==> src/sv/point_in_region_prism_core_defines.svh <==
// Assertion macros shared by the point-in-region prism core.
`ifndef POINT_IN_REGION_PRISM_CORE_DEFINES_SVH
`define POINT_IN_REGION_PRISM_CORE_DEFINES_SVH
`ifndef SYNTHESIS
`define PIRP_ASSERT(lbl, prop) \
    lbl: assert property (@(posedge i_clk) disable iff (!i_rst_n) prop) \
        else $error("pirp assertion failed");
`define PIRP_ASSERT_ALWAYS(lbl, prop) \
    lbl: assert property (@(posedge i_clk) prop) \
        else $error("pirp assertion failed");
`else
`define PIRP_ASSERT(lbl, prop)
`define PIRP_ASSERT_ALWAYS(lbl, prop)
`endif
`endif

==> src/sv/pirp_pkg.sv <==
// Types, constants and helpers for the point-in-region prism core.
package pirp_pkg;

    localparam int MAX_NODES = 16;
    localparam int NODE_AW   = $clog2(MAX_NODES);
    localparam int PROD_W    = 33;
    localparam int ACC_W     = 35;
    localparam int HGT_W     = 19;

    typedef logic [2:0] t_cfg_addr;
    localparam t_cfg_addr CFG_BOX_MIN      = 3'd0;
    localparam t_cfg_addr CFG_BOX_MAX      = 3'd1;
    localparam t_cfg_addr CFG_FLOOR_NORMAL = 3'd2;
    localparam t_cfg_addr CFG_REGION_HGT   = 3'd3;
    localparam t_cfg_addr CFG_NODE_COUNT   = 3'd4;

    localparam logic CMD_WRITE = 1'b0;
    localparam logic CMD_QUERY = 1'b1;

    // what a dot product pass belongs to
    typedef logic [1:0] t_tag;
    localparam t_tag TAG_NODE  = 2'd0;
    localparam t_tag TAG_FLOOR = 2'd1;
    localparam t_tag TAG_CEIL  = 2'd2;

    typedef struct packed {
        logic valid;
        logic first;
        logic last;
        t_tag tag;
    } t_mac_ctl;

    typedef struct packed {
        logic done;
        t_tag tag;
    } t_mac_sts;

    localparam logic [HGT_W-1:0] HGT_MAX = 19'h3FFFF;
    localparam logic [HGT_W-1:0] HGT_MIN = 19'h40000;

    function automatic logic signed [15:0] lane16(input logic [47:0] w, input logic [1:0] k);
        logic signed [15:0] v;
        case (k)
            2'd0:    v = w[15:0];
            2'd1:    v = w[31:16];
            default: v = w[47:32];
        endcase
        return v;
    endfunction

endpackage

==> src/sv/pirp_mac.sv <==
// Shared multiply-accumulate unit: acc += (a - b) * n, one lane per beat.
module pirp_mac (
    input  logic                                i_clk,
    input  logic                                i_rst_n,
    input  pirp_pkg::t_mac_ctl                  i_ctl,
    input  logic signed [15:0]                  i_a,
    input  logic signed [15:0]                  i_b,
    input  logic signed [15:0]                  i_n,
    output logic signed [pirp_pkg::ACC_W-1:0]   o_acc,
    output pirp_pkg::t_mac_sts                  o_sts
);
    import pirp_pkg::*;

    logic signed [16:0]       w_diff;
    logic signed [PROD_W-1:0] w_prod;
    logic signed [PROD_W-1:0] r_prod;
    logic signed [ACC_W-1:0]  w_base;
    logic signed [ACC_W-1:0]  r_acc;
    t_mac_ctl                 r_s1;
    t_mac_sts                 r_sts;

    assign w_diff = 17'(i_a) - 17'(i_b);
    assign w_prod = w_diff * i_n;
    assign w_base = r_s1.first ? '0 : r_acc;

    always_ff @(posedge i_clk) begin
        if (!i_rst_n) begin
            r_s1  <= '0;
            r_sts <= '0;
        end else begin
            r_s1      <= i_ctl;
            r_sts.done <= r_s1.valid & r_s1.last;
            r_sts.tag  <= r_s1.tag;
        end
    end

    always_ff @(posedge i_clk) begin
        if (i_ctl.valid) begin
            r_prod <= w_prod;
        end
        if (r_s1.valid) begin
            r_acc <= w_base + ACC_W'(r_prod);
        end
    end

    assign o_acc = r_acc;
    assign o_sts = r_sts;

endmodule

==> src/sv/pirp_node_store.sv <==
// Corner node memory: position and edge normal per slot, registered read.
module pirp_node_store (
    input  logic                          i_clk,
    input  logic                          i_we,
    input  logic [pirp_pkg::NODE_AW-1:0]  i_waddr,
    input  logic [95:0]                   i_wdata,
    input  logic                          i_re,
    input  logic [pirp_pkg::NODE_AW-1:0]  i_raddr,
    output logic [95:0]                   o_rdata
);
    import pirp_pkg::*;

    logic [95:0] r_mem [MAX_NODES];
    logic [95:0] r_rdata;

    always_ff @(posedge i_clk) begin
        if (i_we) begin
            r_mem[i_waddr] <= i_wdata;
        end
        if (i_re) begin
            r_rdata <= r_mem[i_raddr];
        end
    end

    assign o_rdata = r_rdata;

endmodule

==> src/sv/point_in_region_prism_core.sv <==
// Top level: point-in-convex-prism test against stored corner nodes.
//
// Node write beats (tuser = 0) store one corner node each. A query beat
// (tuser = 1) runs the point through one shared multiply-accumulate unit,
// one coordinate lane per cycle: three lanes for the edge plane of each node
// in use, three for the floor plane through node 0 and one for the ceiling
// term. No new beat is taken until the query is through; a query with no
// nodes returns outside. The result sits in an output register, so the next
// beat can be taken while it waits. Configuration is to be written only while
// the core is idle; the core itself does not enforce this.
module point_in_region_prism_core (
    input  logic         i_clk,
    input  logic         i_rst_n,
    // config write port
    input  logic         i_cfg_we,
    input  logic [2:0]   i_cfg_addr,
    input  logic [47:0]  i_cfg_wdata,
    // input stream
    input  logic         i_s_tvalid,
    output logic         o_s_tready,
    // [3:0] node_index, [19:4] pos_x, [35:20] pos_y, [51:36] pos_z,
    // [67:52] edge_nx, [83:68] edge_ny, [99:84] edge_nz, [103:100] zero
    input  logic [103:0] i_s_tdata,
    // [0] cmd
    input  logic         i_s_tuser,
    // output stream
    output logic         o_m_tvalid,
    input  logic         i_m_tready,
    // [18:0] floor_height, [23:19] zero
    output logic [23:0]  o_m_tdata,
    // [0] inside_res
    output logic         o_m_tuser
);
    import pirp_pkg::*;

    localparam logic [1:0] S_IDLE  = 2'd0;
    localparam logic [1:0] S_RUN   = 2'd1;
    localparam logic [1:0] S_DRAIN = 2'd2;
    localparam logic [1:0] S_PUT   = 2'd3;

    logic [47:0]              r_box_min;
    logic [47:0]              r_box_max;
    logic [47:0]              r_floor_normal;
    logic [14:0]              r_region_hgt;
    logic [4:0]               r_node_count;

    logic [1:0]               r_state;
    logic [1:0]               n_state;
    logic [47:0]              r_pt;
    logic [NODE_AW-1:0]       r_cnt_m1;
    logic [NODE_AW-1:0]       r_node;
    logic [1:0]               r_lane;
    t_tag                     r_phase;
    logic                     r_inside;
    logic signed [ACC_W-1:0]  r_d;
    logic [HGT_W-1:0]         r_height;

    logic                     r_out_valid;
    logic                     r_out_inside;
    logic [HGT_W-1:0]         r_out_height;

    logic                     w_s_acc;
    logic                     w_query;
    logic [47:0]              w_in_pos;
    logic [47:0]              w_in_nrm;
    logic [NODE_AW-1:0]       w_in_idx;
    logic [4:0]               w_cnt;
    logic                     w_box_ok;
    logic                     w_we;
    logic                     w_re;
    logic [NODE_AW-1:0]       w_raddr;
    logic [95:0]              w_rdata;
    logic                     w_lane_end;
    logic                     w_last_node;
    logic                     w_out_free;
    t_mac_ctl                 w_ctl;
    logic signed [15:0]       w_a;
    logic signed [15:0]       w_b;
    logic signed [15:0]       w_n;
    logic signed [ACC_W-1:0]  w_acc;
    t_mac_sts                 w_sts;
    logic signed [ACC_W:0]    w_v;
    logic [ACC_W-14:0]        w_q;
    logic [HGT_W-1:0]         w_hsat;

    assign o_s_tready = (r_state == S_IDLE);
    assign w_s_acc    = i_s_tvalid & o_s_tready;
    assign w_query    = (i_s_tuser == CMD_QUERY);
    assign w_in_idx   = i_s_tdata[3:0];
    assign w_in_pos   = i_s_tdata[51:4];
    assign w_in_nrm   = i_s_tdata[99:52];
    assign w_cnt      = (r_node_count > 5'(MAX_NODES)) ? 5'(MAX_NODES) : r_node_count;
    assign w_we       = w_s_acc & ~w_query & (32'(w_in_idx) < MAX_NODES);
    assign w_out_free = ~r_out_valid | i_m_tready;

    always_comb begin
        w_box_ok = 1'b1;
        for (int k = 0; k < 3; k++) begin
            if (lane16(w_in_pos, 2'(k)) < lane16(r_box_min, 2'(k)) ||
                lane16(w_in_pos, 2'(k)) > lane16(r_box_max, 2'(k))) begin
                w_box_ok = 1'b0;
            end
        end
    end

    // operand selection and node fetch
    assign w_lane_end  = (r_lane == 2'd2);
    assign w_last_node = (r_node == r_cnt_m1);

    always_comb begin
        w_ctl       = '0;
        w_ctl.tag   = r_phase;
        w_ctl.first = (r_lane == 2'd0);
        w_ctl.last  = w_lane_end;
        w_a         = lane16(r_pt, r_lane);
        w_b         = lane16(w_rdata[47:0], r_lane);
        w_n         = lane16(w_rdata[95:48], r_lane);
        w_re        = 1'b0;
        w_raddr     = '0;
        if (w_s_acc && w_query) begin
            w_re = 1'b1;
        end
        if (r_state == S_RUN) begin
            w_ctl.valid = 1'b1;
            case (r_phase)
                TAG_NODE: begin
                    if (w_lane_end) begin
                        w_re    = 1'b1;
                        w_raddr = w_last_node ? '0 : r_node + 1'b1;
                    end
                end
                TAG_FLOOR: begin
                    w_n = lane16(r_floor_normal, r_lane);
                end
                default: begin
                    w_ctl.first = 1'b1;
                    w_ctl.last  = 1'b1;
                    w_a         = signed'({1'b0, r_region_hgt});
                    w_b         = '0;
                    w_n         = lane16(r_floor_normal, 2'd2);
                end
            endcase
        end
    end

    pirp_node_store u_store (
        .i_clk   (i_clk),
        .i_we    (w_we),
        .i_waddr (w_in_idx),
        .i_wdata ({w_in_nrm, w_in_pos}),
        .i_re    (w_re),
        .i_raddr (w_raddr),
        .o_rdata (w_rdata)
    );

    pirp_mac u_mac (
        .i_clk   (i_clk),
        .i_rst_n (i_rst_n),
        .i_ctl   (w_ctl),
        .i_a     (w_a),
        .i_b     (w_b),
        .i_n     (w_n),
        .o_acc   (w_acc),
        .o_sts   (w_sts)
    );

    // floor height: round half up, then saturate
    assign w_v    = (ACC_W+1)'(w_acc) + (ACC_W+1)'(8192);
    assign w_q    = w_v[ACC_W:14];
    assign w_hsat = ((&w_q[ACC_W-14:HGT_W-1]) || !(|w_q[ACC_W-14:HGT_W-1])) ?
                    w_q[HGT_W-1:0] : (w_q[ACC_W-14] ? HGT_MIN : HGT_MAX);

    always_comb begin
        n_state = r_state;
        case (r_state)
            S_IDLE: begin
                if (w_s_acc && w_query) begin
                    n_state = (w_cnt == 5'd0) ? S_PUT : S_RUN;
                end
            end
            S_RUN: begin
                if (r_phase == TAG_CEIL) begin
                    n_state = S_DRAIN;
                end
            end
            S_DRAIN: begin
                if (w_sts.done && w_sts.tag == TAG_CEIL) begin
                    n_state = S_PUT;
                end
            end
            default: begin
                if (w_out_free) begin
                    n_state = S_IDLE;
                end
            end
        endcase
    end

    always_ff @(posedge i_clk) begin
        if (!i_rst_n) begin
            r_box_min      <= '0;
            r_box_max      <= '0;
            r_floor_normal <= '0;
            r_region_hgt   <= '0;
            r_node_count   <= '0;
        end else if (i_cfg_we) begin
            case (i_cfg_addr)
                CFG_BOX_MIN:      r_box_min      <= i_cfg_wdata;
                CFG_BOX_MAX:      r_box_max      <= i_cfg_wdata;
                CFG_FLOOR_NORMAL: r_floor_normal <= i_cfg_wdata;
                CFG_REGION_HGT:   r_region_hgt   <= i_cfg_wdata[14:0];
                CFG_NODE_COUNT:   r_node_count   <= i_cfg_wdata[4:0];
                default: begin
                end
            endcase
        end
    end

    always_ff @(posedge i_clk) begin
        if (!i_rst_n) begin
            r_state     <= S_IDLE;
            r_out_valid <= 1'b0;
            r_lane      <= '0;
            r_node      <= '0;
            r_phase     <= TAG_NODE;
        end else begin
            r_state <= n_state;
            if (r_out_valid && i_m_tready) begin
                r_out_valid <= 1'b0;
            end
            if (r_state == S_PUT && w_out_free) begin
                r_out_valid <= 1'b1;
            end
            if (w_s_acc && w_query) begin
                r_lane  <= '0;
                r_node  <= '0;
                r_phase <= TAG_NODE;
            end
            if (r_state == S_RUN) begin
                r_lane <= w_lane_end ? 2'd0 : r_lane + 2'd1;
                if (w_lane_end) begin
                    case (r_phase)
                        TAG_NODE: begin
                            if (w_last_node) begin
                                r_phase <= TAG_FLOOR;
                            end else begin
                                r_node <= r_node + 1'b1;
                            end
                        end
                        TAG_FLOOR: r_phase <= TAG_CEIL;
                        default: begin
                        end
                    endcase
                end
            end
        end
    end

    always_ff @(posedge i_clk) begin
        if (w_s_acc && w_query) begin
            r_pt     <= w_in_pos;
            r_cnt_m1 <= NODE_AW'(w_cnt - 5'd1);
            r_inside <= (w_cnt != 5'd0) & w_box_ok;
            r_height <= '0;
        end
        if (w_sts.done) begin
            case (w_sts.tag)
                TAG_NODE: begin
                    if (w_acc < 0) begin
                        r_inside <= 1'b0;
                    end
                end
                TAG_FLOOR: begin
                    r_d      <= w_acc;
                    r_height <= w_hsat;
                    if (w_acc < 0) begin
                        r_inside <= 1'b0;
                    end
                end
                default: begin
                    if (r_d > w_acc) begin
                        r_inside <= 1'b0;
                    end
                end
            endcase
        end
        if (r_state == S_PUT && w_out_free) begin
            r_out_inside <= r_inside;
            r_out_height <= r_height;
        end
    end

    assign o_m_tvalid = r_out_valid;
    assign o_m_tuser  = r_out_inside;
    assign o_m_tdata  = {5'd0, r_out_height};

`include "point_in_region_prism_core_defines.svh"

    `PIRP_ASSERT(a_no_done_when_idle, (r_state == S_IDLE || r_state == S_PUT) |-> !w_sts.done)
    `PIRP_ASSERT(a_ceil_ends_run, (r_state == S_RUN && r_phase == TAG_CEIL) |=> r_state == S_DRAIN)
    `PIRP_ASSERT(a_ceil_done_in_drain, (w_sts.done && w_sts.tag == TAG_CEIL) |-> r_state == S_DRAIN)
    `PIRP_ASSERT_ALWAYS(a_no_rw_clash, w_we |-> !w_re)

endmodule

==> config.mk <==
export PLATFORM = sky130hd
export DESIGN_NAME = point_in_region_prism_core
export DESIGN_NICKNAME = d
export VERILOG_FILES = /design/src/sv/pirp_pkg.sv /design/src/sv/pirp_mac.sv /design/src/sv/pirp_node_store.sv /design/src/sv/point_in_region_prism_core.sv
export VERILOG_INCLUDE_DIRS = /design/src /design/src/sv
export SDC_FILE = /design/constraint.sdc
export NUM_CORES = 2
export LEC_CHECK = 0
export CAP_MARGIN = 20
export CORE_MARGIN = 3
export CORE_UTILIZATION = 69
export DETAILED_ROUTE_END_ITERATION = 16
export DONT_BUFFER_PORTS = 1
export PLACE_DENSITY = 0.85
export SYNTH_ARGS = -nofsm -noshare
export SYNTH_HDL_FRONTEND = slang
export SYNTH_HIERARCHICAL = 1
export SYNTH_SLANG_ARGS = --single-unit
==> constraint.sdc <==
create_clock -name i_clk -period 24.6 [get_ports i_clk]
set_input_delay 1.23 -clock i_clk [delete_from_list [all_inputs] [get_ports i_clk]]
set_output_delay 1.23 -clock i_clk [all_outputs]
set_load 0.1 [all_outputs]
==> results by group <==
Setup path
  – Critical path fanouts, max: 47
  – Reg2reg end: u_mac/r_prod[32]$_DFFE_PP_
  – Slowest Stage Delay on Critical Path: about 0.55 ns
  – Required time of the critical path: 25.14 ns
  – Startpoint types: flip-flop
  – Critical path arrival: 11.51 ns
  – Reg2reg start: r_state[1]$_SDFFE_PN0P_
  – R2R Setup Slk: about 14 ns
  – Worst R2R Path Depth: 39
  – Kind of critical path: flip-flop to flip-flop
  – Critical Path Slowest Stage Cell: fa_1
  – Worst setup EP type: flip-flop
  – Most used cell along the critical path: fa_1

Die
  – IO Pins: between 150 and 200
  – Area of the die: around 0.14 mm²
  – Starting density of the core: 69.7%
  – Core Region: 0.132 mm²
  – # rows: 133
  – Chip Height: 371 µm
  – Die X-Extent: 371 µm

STA
  – Min Clock Period, post-route: 10.96 ns
  – Relative slew slack: about 18%
  – Max Transition Viols Final: 0
  – RSZ-0062 raised after global routing: no
  – Setup violations, final: 0
  – Setup tns final: 0 ns
  – Final Hold Viols: 0
  – Worst-Margin Slew: 1.22 ns
  – Max Freq: 0.0912 GHz
  – Final Skew: 0.0538 ns
  – Period utilization: 44.6%

Synthesis
  – Synth unique cells: 84
  – Synth Register Bits: around 2000
  – Avg Synthesized Cell Area: 15.6 µm²
  – Netlist Area Pre-Place: just over 0.09 mm²
  – Post-Syn Instances: 5905
  – Synthesis Warnings: 6
  – Synth top area share: between 50% and 60%
  – Dominant cells by area after synthesis: edfxtp_1 59%, mux4_2 9.4%, fa_1 6.1%
  – EDFF count, synth: 1807
  – Async SR Flop Fraction: 0%
  – Synth Flop Type: edfxtp_1
  – Area leader, netlist: edfxtp_1
  – Seq/Total Area, Yosys: 63.5%

Min path
  – Hold Path Class: flip-flop to flip-flop
  – Hold path cells: 0
  – Hold Startpoint: r_height[15]$_DFF_P_
  – Hold Path Sink: r_out_height[15]$_DFFE_PP_

Clock network
  – Setup Fix Bufs, Post-CTS: 0
  – CTS tree: yes
  – TritonCTS Buffers: around 190
  – Clock sinks: 2010
  – Clk buf depth: 3
  – CTS H-tree lvls: 4
  – CTS Root Cell: clkbuf_16
  – Worst-path clk slew: 0.06 ns
  – Post-CTS resize count: 0
  – Hold-fix buffers, CTS: 0
  – Skew-Pair Late Insertion Delay: 0.86 ns

Status
  – Outcome: completed

Layout
  – Layout cells sized above 1: 13.5%
  – Fill cell count: 6933
  – Syn-to-layout area delta: 8.80%
  – Commonest non-fill, non-tap cells in the layout: 1807 x edfxtp_1, 653 x nand2_1, 489 x inv_1
  – Final #Nets: 6620
  – FF+latch area: 0.0583 mm²
  – Multi-input gate area in the final layout: 0.0306 mm²
  – Commonest non-fill, non-tap cell in the layout: edfxtp_1

Global routing
  – Gr usage total: 39.2%
  – Pin count of the biggest net entering global routing: 184
  – GRT Residual Overflow: 0
  – Initial antenna violation count: 10
  – Vias in the first global route: 57033
  – First-pass GRT wire length: ~380000 µm

Placement
  – GPL Wtd Cong: ~0.94
  – Final HPWL DP: 139000 µm
  – Port Buffers: 0

Detailed routing
  – DR pass1 iterations: 14
  – WL/cell: 33.7 µm
  – DR iter-0 viols: 8385
  – Antenna viol nets, final: 0
  – Vias per cell: between 7 and 8
  – Routed WL: between 200000 and 300000 µm
  – Via count: 55814
  – DR DRC count: 0

Flow run
  – Total of max-cap violations: 0
-- stage by stage --
stage / hold slack [ns] / setup slack, ns / cell area, µm² / util, % / cells
after global placement: 0.416 / 14.34 / 93700 / 71.1 / 7472
after CTS: 0.418 / 13.96 / 99800 / 75.8 / 7822
after global routing: 0.434 / 13.15 / 99900 / 75.8 / 7834
after detailed placement: 0.416 / 14.22 / 93700 / 71.1 / 7472
final: 0.432 / 13.64 / 99900 / 75.8 / 7838
after floorplan: 0.408 / 14.60 / 91900 / - / 5909
-- synth_stat cells, drive strengths merged (12+ instances only) --
| library cell | number |
|---|---|
| edfxtp | 1807 |
| nand2 | 654 |
| inv | 491 |
| mux4 | 384 |
| fa | 278 |
| ha | 269 |
| dfxtp | 203 |
| a22oi | 193 |
| a21boi | 172 |
| clkbuf | 171 |
| nor2 | 165 |
| a21oi | 157 |
| and2 | 125 |
| buf | 99 |
| o21ai | 82 |
| nor2b | 80 |
| xnor2 | 75 |
| mux2i | 72 |
| nand2b | 39 |
| a21o | 36 |
| nand3 | 34 |
| nor3 | 34 |
| nand4 | 30 |
| xor2 | 24 |
| and3 | 21 |
| a211oi | 19 |
| o221ai | 17 |
| o211ai | 12 |
-- sequential cells by signal, indices dropped and copies added, names as in the netlist --
signal,cells
r_cnt_m1,4
r_state,2
r_box_max,48
u_mac/r_prod,33
u_mac/r_s1,5
r_node_count,5
u_store/r_mem,1536
r_out_height,19
r_box_min,48
r_floor_normal,48
r_pt,48
o_m_tuser,1
u_mac/o_sts,3
r_node,4
r_d,35
r_phase,2
o_m_tvalid,1
r_region_hgt,15
r_height,19
u_store/o_rdata,96
r_lane,2
u_mac/o_acc,35
r_inside,1
-- worst max-delay path: cells and delay by family (launching register included) --
kind,cells,cell delay [ns]
fa+ha+maj,10,4.23
compound gates,11,2.57
buf+inv,9,2.06
simple gates,8,1.30
flops,1,0.35
xor+xnor,1,0.10
-- logic make-up (layout without fill, tap and decap cells) --
family / after synthesis / in the layout / share of synthesized area, %
multiplexers: 458 / 458 / 10.2
flip-flops: 2010 / 2010 / 63.5
buffers and inverters: 761 / 924 / 3.41
other: 1 / 16 / 0.00408
AND/OR/NAND/NOR: 1244 / 1244 / 6.26
AO/OA/AOI/OAI: 785 / 785 / 5.93
XOR/XNOR: 99 / 99 / 0.944
adder cells (fa/ha/maj): 547 / 547 / 9.72
-- how the worst max path moves through the flow --
stage,from,slack (ns),cells after the start,end
after global placement,r_state[1]$_SDFFE_PN0P_,14.34,39,u_mac/r_prod[32]$_DFFE_PP_
after floorplan,r_state[1]$_SDFFE_PN0P_,14.60,38,u_mac/r_prod[32]$_DFFE_PP_
after detailed placement,r_state[1]$_SDFFE_PN0P_,14.22,39,u_mac/r_prod[32]$_DFFE_PP_
after global routing,r_state[1]$_SDFFE_PN0P_,13.15,36,u_mac/r_prod[31]$_DFFE_PP_
after CTS,r_state[1]$_SDFFE_PN0P_,13.96,39,u_mac/r_prod[32]$_DFFE_PP_
final,r_state[1]$_SDFFE_PN0P_,13.64,39,u_mac/r_prod[32]$_DFFE_PP_
-- cell type report --
class | count | area share, %
diodes | 11 | 0.0275
well taps | 1755 | 2.20
inverters | 491 | 1.84
clock inverters | 105 | 1.03
repair buffers | 83 | 0.753
flip-flops and latches | 2010 | 58.4
multi-input cells | 3138 | 30.7
clock buffers | 245 | 5.10
-- metal layers --
metal	wire [µm]	track usage, %
met1	84400	47.7
met2	125000	61.9
met3	33200	11.2
met4	21800	25.8
met5	99	0.107
Power is not shown: default switching activity piles up to over one toggle a cycle in this logic, so the estimate is an artifact.
